--- src/sv/wsd_pkg.sv ---
// Shared types and constants for the WebSocket frame deframer.
// No dependencies; imported by every module of the block.
`timescale 1ns / 1ps
package wsd_pkg;
    localparam int LEN_W  = 63;
    localparam int QDEPTH = 2;
    localparam int QAW    = (QDEPTH > 1) ? $clog2(QDEPTH) : 1;
    localparam int QCW    = $clog2(QDEPTH + 1);

    localparam logic [6:0] LEN_EXT16 = 7'd126;
    localparam logic [6:0] LEN_EXT64 = 7'd127;
    localparam logic [2:0] EXT16_BYTES = 3'd1;
    localparam logic [2:0] EXT64_BYTES = 3'd7;
    localparam logic [2:0] KEY_BYTES   = 3'd3;

    typedef struct packed {
        logic [7:0]       data;
        logic [7:0]       key_byte;
        logic             fin;
        logic [3:0]       opcode;
        logic             first;
        logic             last;
        logic [LEN_W-1:0] length;
    } t_item;
endpackage

--- src/sv/websocket_frame_deframer_core.sv ---
// WebSocket frame deframer top level: parser, queue and output stage.
// Accepts one stream byte per cycle unless a full queue stalls payload input; header bytes give no result.
// A payload byte is first registered in the queue, then popped into the output register.
// Throughput is one byte per cycle while not stalled, set by the single-byte parser state update.
// Synchronous active-low reset returns the parser to the control byte, empties the queue.
// Depends on wsd_pkg, wsd_front, wsd_queue, wsd_back.
`timescale 1ns / 1ps
module websocket_frame_deframer_core (
    input  logic                      i_clk,
    input  logic                      i_rst_n,
    input  logic                      i_in_valid,
    output logic                      o_in_stall,
    input  logic [7:0]                i_stream_byte,
    output logic                      o_out_valid,
    input  logic                      i_out_stall,
    output logic [7:0]                o_payload_byte,
    output logic                      o_final_fragment,
    output logic [3:0]                o_frame_opcode,
    output logic                      o_first_of_frame,
    output logic                      o_end_of_frame,
    output logic [wsd_pkg::LEN_W-1:0] o_frame_length
);
    import wsd_pkg::*;

    logic  push, q_full, pop, q_valid;
    t_item push_item, q_item;

    wsd_front u_front (
        .i_clk        (i_clk),
        .i_rst_n      (i_rst_n),
        .i_in_valid   (i_in_valid),
        .o_in_stall   (o_in_stall),
        .i_stream_byte(i_stream_byte),
        .i_q_full     (q_full),
        .o_push       (push),
        .o_item       (push_item)
    );

    wsd_queue u_queue (
        .i_clk  (i_clk),
        .i_rst_n(i_rst_n),
        .i_push (push),
        .i_item (push_item),
        .o_full (q_full),
        .i_pop  (pop),
        .o_valid(q_valid),
        .o_item (q_item)
    );

    wsd_back u_back (
        .i_clk           (i_clk),
        .i_rst_n         (i_rst_n),
        .i_q_valid       (q_valid),
        .i_q_item        (q_item),
        .o_pop           (pop),
        .o_out_valid     (o_out_valid),
        .i_out_stall     (i_out_stall),
        .o_payload_byte  (o_payload_byte),
        .o_final_fragment(o_final_fragment),
        .o_frame_opcode  (o_frame_opcode),
        .o_first_of_frame(o_first_of_frame),
        .o_end_of_frame  (o_end_of_frame),
        .o_frame_length  (o_frame_length)
    );
endmodule

--- src/sv/wsd_front.sv ---
// Header parser: accepts stream bytes, tracks frame header state and
// pushes tagged payload bytes into the queue. Depends on wsd_pkg.
`timescale 1ns / 1ps
module wsd_front (
    input  logic          i_clk,
    input  logic          i_rst_n,
    input  logic          i_in_valid,
    output logic          o_in_stall,
    input  logic [7:0]    i_stream_byte,
    input  logic          i_q_full,
    output logic          o_push,
    output wsd_pkg::t_item o_item
);
    import wsd_pkg::*;

    localparam logic [2:0] PH_CTRL = 3'd0;
    localparam logic [2:0] PH_LEN  = 3'd1;
    localparam logic [2:0] PH_EXT  = 3'd2;
    localparam logic [2:0] PH_KEY  = 3'd3;
    localparam logic [2:0] PH_DATA = 3'd4;

    logic [2:0]       r_phase, n_phase;
    logic             r_fin, n_fin;
    logic [3:0]       r_opcode, n_opcode;
    logic             r_masked, n_masked;
    logic [2:0]       r_hcnt, n_hcnt;
    logic [LEN_W-1:0] r_len, n_len;
    logic [31:0]      r_key, n_key;
    logic [LEN_W-1:0] r_rem, n_rem;
    logic [1:0]       r_kidx, n_kidx;

    logic             accept;
    logic             ld_go;
    logic             ld_masked;
    logic [LEN_W-1:0] ld_len;
    logic [LEN_W-1:0] ext_len;
    logic [7:0]       kb;
    logic             first, last;

    assign o_in_stall = (r_phase == PH_DATA) && i_q_full;
    assign accept     = i_in_valid && !o_in_stall;
    assign ext_len    = {r_len[LEN_W-9:0], i_stream_byte};
    assign first      = (r_rem == r_len);
    assign last       = (r_rem[LEN_W-1:1] == '0);

    always_comb begin
        case (r_kidx)
            2'd0:    kb = r_key[31:24];
            2'd1:    kb = r_key[23:16];
            2'd2:    kb = r_key[15:8];
            default: kb = r_key[7:0];
        endcase
        if (!r_masked) begin
            kb = 8'h00;
        end
    end

    assign o_push        = accept && (r_phase == PH_DATA);
    assign o_item.data     = i_stream_byte;
    assign o_item.key_byte = kb;
    assign o_item.fin      = r_fin;
    assign o_item.opcode   = r_opcode;
    assign o_item.first    = first;
    assign o_item.last     = last;
    assign o_item.length   = r_len;

    always_comb begin
        n_phase   = r_phase;
        n_fin     = r_fin;
        n_opcode  = r_opcode;
        n_masked  = r_masked;
        n_hcnt    = r_hcnt;
        n_len     = r_len;
        n_key     = r_key;
        n_rem     = r_rem;
        n_kidx    = r_kidx;
        ld_go     = 1'b0;
        ld_masked = r_masked;
        ld_len    = r_len;
        if (accept) begin
            case (r_phase)
                PH_CTRL: begin
                    n_fin    = i_stream_byte[7];
                    n_opcode = i_stream_byte[3:0];
                    n_phase  = PH_LEN;
                end
                PH_LEN: begin
                    n_masked  = i_stream_byte[7];
                    n_len     = '0;
                    ld_masked = i_stream_byte[7];
                    if (i_stream_byte[6:0] == LEN_EXT16) begin
                        n_hcnt  = EXT16_BYTES;
                        n_phase = PH_EXT;
                    end else if (i_stream_byte[6:0] == LEN_EXT64) begin
                        n_hcnt  = EXT64_BYTES;
                        n_phase = PH_EXT;
                    end else begin
                        ld_len = {{(LEN_W-7){1'b0}}, i_stream_byte[6:0]};
                        n_len  = ld_len;
                        ld_go  = 1'b1;
                    end
                end
                PH_EXT: begin
                    n_len = ext_len;
                    if (r_hcnt == 3'd0) begin
                        ld_len = ext_len;
                        ld_go  = 1'b1;
                    end else begin
                        n_hcnt = r_hcnt - 3'd1;
                    end
                end
                PH_KEY: begin
                    n_key = {r_key[23:0], i_stream_byte};
                    if (r_hcnt == 3'd0) begin
                        n_phase = (r_len != '0) ? PH_DATA : PH_CTRL;
                    end else begin
                        n_hcnt = r_hcnt - 3'd1;
                    end
                end
                PH_DATA: begin
                    n_kidx = r_kidx + 2'd1;
                    if (last) begin
                        n_rem   = '0;
                        n_phase = PH_CTRL;
                    end else begin
                        n_rem = r_rem - {{(LEN_W-1){1'b0}}, 1'b1};
                    end
                end
                default: begin
                    n_phase = PH_CTRL;
                end
            endcase
            if (ld_go) begin
                n_rem  = ld_len;
                n_kidx = 2'd0;
                if (ld_masked) begin
                    n_hcnt  = KEY_BYTES;
                    n_key   = '0;
                    n_phase = PH_KEY;
                end else if (ld_len != '0) begin
                    n_phase = PH_DATA;
                end else begin
                    n_phase = PH_CTRL;
                end
            end
        end
    end

    always_ff @(posedge i_clk) begin
        if (!i_rst_n) begin
            r_phase  <= PH_CTRL;
            r_fin    <= 1'b0;
            r_opcode <= '0;
            r_masked <= 1'b0;
            r_hcnt   <= '0;
            r_len    <= '0;
            r_key    <= '0;
            r_rem    <= '0;
            r_kidx   <= '0;
        end else begin
            r_phase  <= n_phase;
            r_fin    <= n_fin;
            r_opcode <= n_opcode;
            r_masked <= n_masked;
            r_hcnt   <= n_hcnt;
            r_len    <= n_len;
            r_key    <= n_key;
            r_rem    <= n_rem;
            r_kidx   <= n_kidx;
        end
    end
endmodule

--- src/sv/wsd_queue.sv ---
// Short register queue between the header parser and the output stage.
// Depends on wsd_pkg for the item type and depth.
`timescale 1ns / 1ps
module wsd_queue (
    input  logic           i_clk,
    input  logic           i_rst_n,
    input  logic           i_push,
    input  wsd_pkg::t_item i_item,
    output logic           o_full,
    input  logic           i_pop,
    output logic           o_valid,
    output wsd_pkg::t_item o_item
);
    import wsd_pkg::*;

    t_item          r_mem [QDEPTH];
    logic [QAW-1:0] r_wp, n_wp;
    logic [QAW-1:0] r_rp, n_rp;
    logic [QCW-1:0] r_cnt, n_cnt;
    logic           do_push, do_pop;

    assign o_full  = (r_cnt == QCW'(QDEPTH));
    assign o_valid = (r_cnt != '0);
    assign o_item  = r_mem[r_rp];
    assign do_push = i_push && !o_full;
    assign do_pop  = i_pop && o_valid;

    always_comb begin
        n_wp  = r_wp;
        n_rp  = r_rp;
        n_cnt = r_cnt;
        if (do_push) begin
            n_wp = (r_wp == QAW'(QDEPTH - 1)) ? '0 : r_wp + QAW'(1);
        end
        if (do_pop) begin
            n_rp = (r_rp == QAW'(QDEPTH - 1)) ? '0 : r_rp + QAW'(1);
        end
        if (do_push && !do_pop) begin
            n_cnt = r_cnt + QCW'(1);
        end else if (do_pop && !do_push) begin
            n_cnt = r_cnt - QCW'(1);
        end
    end

    always_ff @(posedge i_clk) begin
        if (do_push) begin
            r_mem[r_wp] <= i_item;
        end
    end

    always_ff @(posedge i_clk) begin
        if (!i_rst_n) begin
            r_wp  <= '0;
            r_rp  <= '0;
            r_cnt <= '0;
        end else begin
            r_wp  <= n_wp;
            r_rp  <= n_rp;
            r_cnt <= n_cnt;
        end
    end
endmodule

--- src/sv/wsd_back.sv ---
// Output stage: unmasks queued payload bytes into the result register.
// Depends on wsd_pkg for the item type.
`timescale 1ns / 1ps
module wsd_back (
    input  logic                      i_clk,
    input  logic                      i_rst_n,
    input  logic                      i_q_valid,
    input  wsd_pkg::t_item            i_q_item,
    output logic                      o_pop,
    output logic                      o_out_valid,
    input  logic                      i_out_stall,
    output logic [7:0]                o_payload_byte,
    output logic                      o_final_fragment,
    output logic [3:0]                o_frame_opcode,
    output logic                      o_first_of_frame,
    output logic                      o_end_of_frame,
    output logic [wsd_pkg::LEN_W-1:0] o_frame_length
);
    import wsd_pkg::*;

    logic r_valid, n_valid;

    assign o_pop       = i_q_valid && (!r_valid || !i_out_stall);
    assign o_out_valid = r_valid;

    always_comb begin
        n_valid = r_valid;
        if (o_pop) begin
            n_valid = 1'b1;
        end else if (!i_out_stall) begin
            n_valid = 1'b0;
        end
    end

    always_ff @(posedge i_clk) begin
        if (!i_rst_n) begin
            r_valid <= 1'b0;
        end else begin
            r_valid <= n_valid;
        end
    end

    always_ff @(posedge i_clk) begin
        if (o_pop) begin
            o_payload_byte   <= i_q_item.data ^ i_q_item.key_byte;
            o_final_fragment <= i_q_item.fin;
            o_frame_opcode   <= i_q_item.opcode;
            o_first_of_frame <= i_q_item.first;
            o_end_of_frame   <= i_q_item.last;
            o_frame_length   <= i_q_item.length;
        end
    end
endmodule
--- config.mk ---
export PLATFORM = sky130hd
export DESIGN_NAME = websocket_frame_deframer_core
export DESIGN_NICKNAME = d
export VERILOG_FILES = /design/src/sv/wsd_pkg.sv /design/src/sv/websocket_frame_deframer_core.sv /design/src/sv/wsd_front.sv /design/src/sv/wsd_queue.sv /design/src/sv/wsd_back.sv
export SDC_FILE = /design/constraint.sdc
export NUM_CORES = 1
export LEC_CHECK = 0
export BUFFER_PORTS_ARGS = -buffer_cell sky130_fd_sc_hd__clkbuf_2
export CAP_MARGIN = 5
export CELL_PAD_IN_SITES_DETAIL_PLACEMENT = 1
export CELL_PAD_IN_SITES_GLOBAL_PLACEMENT = 2
export CORE_UTILIZATION = 40
export DETAILED_ROUTE_END_ITERATION = 10
export PLACE_DENSITY = 0.76
export SYNTH_ARGS = -nofsm -noshare
export SYNTH_HDL_FRONTEND = slang
export SYNTH_SLANG_ARGS = --single-unit
--- constraint.sdc ---
create_clock -name i_clk -period 25.6 [get_ports i_clk]
set_input_delay 3.84 -clock i_clk [delete_from_list [all_inputs] [get_ports i_clk]]
set_output_delay 3.84 -clock i_clk [all_outputs]
set_load 0.05 [all_outputs]
=== Yosys cells after proc, flatten, opt, wreduce, memory -nomap -nowiden ===
Memory sizes are Yosys's and may differ from the RTL's. A register that Yosys moved wholly into a read port is not among the register bits.
Cells that the tools add are included.

* $add $sub $neg: 7
* Equal/unequal tests: 15
* Muxes and demuxes: 50
* Bitwise logic cells: 1
* Reduce and logical (&&, ||, !) cells: 30

{| class="wikitable"
|+ Operators by type and width
! operator !! count
|-
| $mux W63 || 8
|-
| $pmux W63 S2 || 2
|-
| $reduce_bool A63 Y1 || 2
|-
| $mux W32 || 3
|-
| $eq A63 B63 Y1 || 1
|-
| $sub A63 B1 Y63 const B || 1
|-
| $logic_not A62 Y1 || 1
|-
| $mux W3 || 13
|-
| $pmux W8 S3 || 1
|-
| $pmux W3 S5 || 1
|-
| $eq A7 B7 Y1 const B || 2
|-
| $mux W1 || 14
|-
| $logic_and A1 B1 Y1 || 8
|-
| $mux W2 || 4
|-
| $mux W8 || 1
|-
| $reduce_bool A2 Y1 || 4
|-
| $xor A8 B8 Y8 || 1
|-
| $mux W7 || 1
|-
| $eq A3 B2 Y1 const B || 2
|-
| $logic_not A1 Y1 || 6
|-
| $logic_not A3 Y1 || 2
|-
| $pmux W3 S2 || 1
|-
| $reduce_and A2 Y1 || 3
|-
| $reduce_and A5 Y1 || 1
|-
| other kinds (16) || 20
|}

* Flip-flop bits (word level): 255
* RAM bits: 172
* Memories: 1

{| class="wikitable"
|+ Memories
! name !! words !! bits a word !! rd ports !! clocked after memory_dff !! write ports !! RTL line !! text
|-
| u_queue.r_mem || 2 || 86 || 1 || 1 || 1 || wsd_queue.sv:16 || <nowiki>t_item r_mem [QDEPTH];</nowiki>
|}

=== Logic depth before layout (Yosys ltp) ===
* Depth in word-level cells: 10
* Mapped depth: 12
* Depth with buffers taken out: 10

=== Cells and area by module ===
From an unflattened synthesis, not the netlist that was laid out.

* Cells, all modules: 1595
* Area, all modules: 18637.9 sq um

{| class="wikitable"
|+ Modules (own cells, without submodules)
! module !! instances !! cells each !! area each (sq um) !! sequential area each (sq um)
|-
| wsd_front || 1 || 1212 || 9540.4 || 3443.3
|-
| wsd_queue || 1 || 293 || 6646.4 || 5265.0
|-
| wsd_back || 1 || 90 || 2451.1 || 2362.3
|}

=== Worst setup path before layout ===
OpenSTA, ideal clock, no wires.

* Path kind: input -> register
* Start: in i_stream_byte[2]
* End: mem u_queue.r_mem[0][0] in the netlist's numbering, enable pin
* Setup time: 0.636 ns
* Data arrival time: 10.736 ns
* Slack: 14.228 ns
* Stages: 7
* Path through: nand4_1 o21ai_0 o21ai_1 o21ai_1 clkbuf_1 clkbuf_1 nor3_1

{| class="wikitable"
|+ RTL lines
! element !! RTL line !! text
|-
| start, declared || websocket_frame_deframer_core.sv:13 || <nowiki>input logic [7:0] i_stream_byte,</nowiki>
|-
| end, declared || wsd_queue.sv:16 ||
|}

==> results_dict.tcl <==
set metrics [dict create \
    cts-hold-fix-buffers 0 \
    critPathLaunchType "primary input" \
    die_area_um2 46450 \
    die_y_um 215.5 \
    period_minus_slack_ns 6.571 \
    setup_viol 0 \
    relSlewSlack 0.2613 \
    antenna_found_initial 0 \
    drt-wirelength-per-cell_um 24.57 \
    yosysWarnings 0 \
    row_count 77 \
    synth_seq_cells 428 \
    syn_to_final_growth_pct 13.31 \
    firstDrtPassIters 5 \
    postRouteAntennaNets 0 \
    finalCritPeriodShare 0.2567 \
    clock_insertion_delay_worst_skew_ns 0.58 \
    synthTopCellsByCount "edfxtp_1, dfxtp_1, nand2_1" \
    ctsHtreeMaxLevel 2 \
    drc 0 \
    post_cts_buffers 0 \
    worstSetupPathType "primary input to register" \
    crit_top_cell "buf_4" \
    required_ns 25.80 \
    slew_viol_final 0 \
    syn_area_per_cell_um2 11.26 \
    yosysTopAreaCell "edfxtp_1" \
    cts_tree "built" \
    cp_max_fo 69 \
    clock_tree.buffer_depth 3 \
    grt_max_degree 79 \
    syn_inst 1620 \
    synth_top_area_share 0.4117 \
    worst_slew_pin_slew_ns 1.105 \
    antenna_cells 0 \
    vias_per_cell 5.874 \
    fmax_ghz 0.1522 \
    cap_violations 0 \
    cts-buffers-inserted 45 \
    cpMaxStageDelayCell "buf_4" \
    ys_seq_area_frac 0.6071 \
    floorplan.initialDensity 0.4088 \
    tns_ns 0 \
    clkTransAtPathRegs_ns 0.06 \
    synth.distinct_cells 72 \
    numPortBuffers 91 \
    synth_edf_count 250 \
    final_nets 1683 \
    cp_data_arrival_time_ns 6.77 \
    dpl.hpwl_um 36840 \
    dr_total_vias 13450 \
    synthFlopType "edfxtp_1" \
    end_kind "register" \
    drive_above_1_share 0.1643 \
    path_cells "clkbuf_2 > nand4_1 > o21a_1 > nor2_1 > a21oi_4 > buf_4 > and3_4 > buf_4" \
    gp_congestion 0.9258 \
    core_um2 44610 \
    cts.sinks 428 \
    cts_root_buf "clkbuf_16" \
    post_cts_resized 0 \
    min_path_type "register to register" \
    synthTopCellsByArea "edfxtp_1, dfxtp_1, mux2_2, xor2_1, a22oi_1" \
    async_flop_share 0 \
    grt_pass1_wl_um 85740 \
    rsz0062_at_grt "no" \
    synth_nets 1640 \
    pin_count 92 \
    skew_ns 0.01504 \
    grt-ovfl-total 0 \
    netlist_area_um2 18240 \
    grt_usage 0.2415 \
    outcome "finished clean" \
    grt_pass1_vias 13470 \
    die_w_um 215.5 \
    holdWs_ns 0.4545 \
    hold_violations 0 \
    yosysMostFrequentCell "edfxtp_1" \
    wirelength_um 56270 \
    drt_iter0_markers 1253 \
    max_stage_delay_ns 0.75 \
]
==> kinds of logic (layout without fill, tap and decap cells) <==
| kind of cell | after synthesis | after routing | synth area share |
|---|---|---|---|
| fa+ha+maj | 8 | 8 | 0.005489 |
| flops | 428 | 428 | 0.6071 |
| compound gates | 378 | 378 | 0.1348 |
| simple gates | 504 | 504 | 0.1315 |
| xor+xnor | 85 | 85 | 0.04082 |
| buf+inv | 137 | 215 | 0.03163 |
| mux | 80 | 80 | 0.04878 |
==> metrics by stage <==
| stage | std cells | setup slack, ns | util | cell area (um^2) |
|---|---|---|---|---|
| CTS | 2290 | 19.04 | 0.4632 | 20660 |
| detailed placement | 2208 | 18.46 | 0.4298 | 19170 |
| global route | 2290 | 18.81 | 0.4632 | 20660 |
| finish | 2290 | 19.03 | 0.4632 | 20660 |
| floorplan | 1620 | 14.23 | - | 18240 |
| global placement | 2208 | 18.53 | 0.4298 | 19170 |
==> state kept, by name, summed over array words and instances (netlist names), 2 cells and up, named ones only <==
register / flops
u_front.r_len: 63
u_back.o_frame_opcode: 4
u_front.r_hcnt: 3
u_queue.r_mem: 172
u_back.o_frame_length: 63
u_front.r_opcode: 4
u_back.o_payload_byte: 8
u_front.r_phase: 3
u_queue.r_cnt: 2
u_front.r_kidx: 2
u_front.r_key: 32
u_front.r_rem: 63
==> cell usage in the layout (no fill, tap or decap), types with 15 or more instances in the layout <==
master,count
mux2_2,71
clkbuf_2,91
edfxtp_1,250
clkbuf_16,46
o211ai_1,16
o21ai_1,42
buf_4,27
a21oi_1,79
nor2_1,138
nor3_1,49
dfxtp_1,177
xor2_1,73
nor4_1,50
o21ai_0,69
a22oi_1,82
nand3_1,36
or3_1,15
nand2_1,148
==> worst paths after layout <==
kind                                    startpoint                    to  slack, ns  cells after the start
worst max-delay path              i_stream_byte[2]  u_queue.r_mem[1][35]      19.03                      8
worst min-delay path             u_front.r_key[28]     u_front.r_key[28]       0.45                      2
worst min register to register   u_front.r_key[28]     u_front.r_key[28]       0.45                      2
worst max register to register  u_front.r_phase[1]  u_queue.r_mem[1][35]      20.71                      8
==> layout make-up <==
class / count / area [um^2]
fillers: 4744 / 23940
multi-input cells: 1055 / 6639
repair buffers: 118 / 658.1
clock inverters: 18 / 221.5
well taps: 592 / 740.7
inverters: 15 / 57.56
clock buffers: 64 / 1272
flip-flops and latches: 428 / 11070
==> metal layers <==
| metal | share of wire | track usage |
|---|---|---|
| met5 | 0 | 0 |
| met4 | 0.022 | 0.06809 |
| met3 | 0.049 | 0.03270 |
| met2 | 0.45 | 0.3745 |
| met1 | 0.48 | 0.3525 |
==> worst max-delay path, delay by kind of cell <==
kind,cells,cell delay (ns)
and+or+nand+nor,3,0.86
buffers and inverters,3,1.48
AOI/OAI and AO/OA,2,0.47
Power is not shown: default switching activity piles up to over one toggle a cycle in this logic, so the estimate is an artifact.
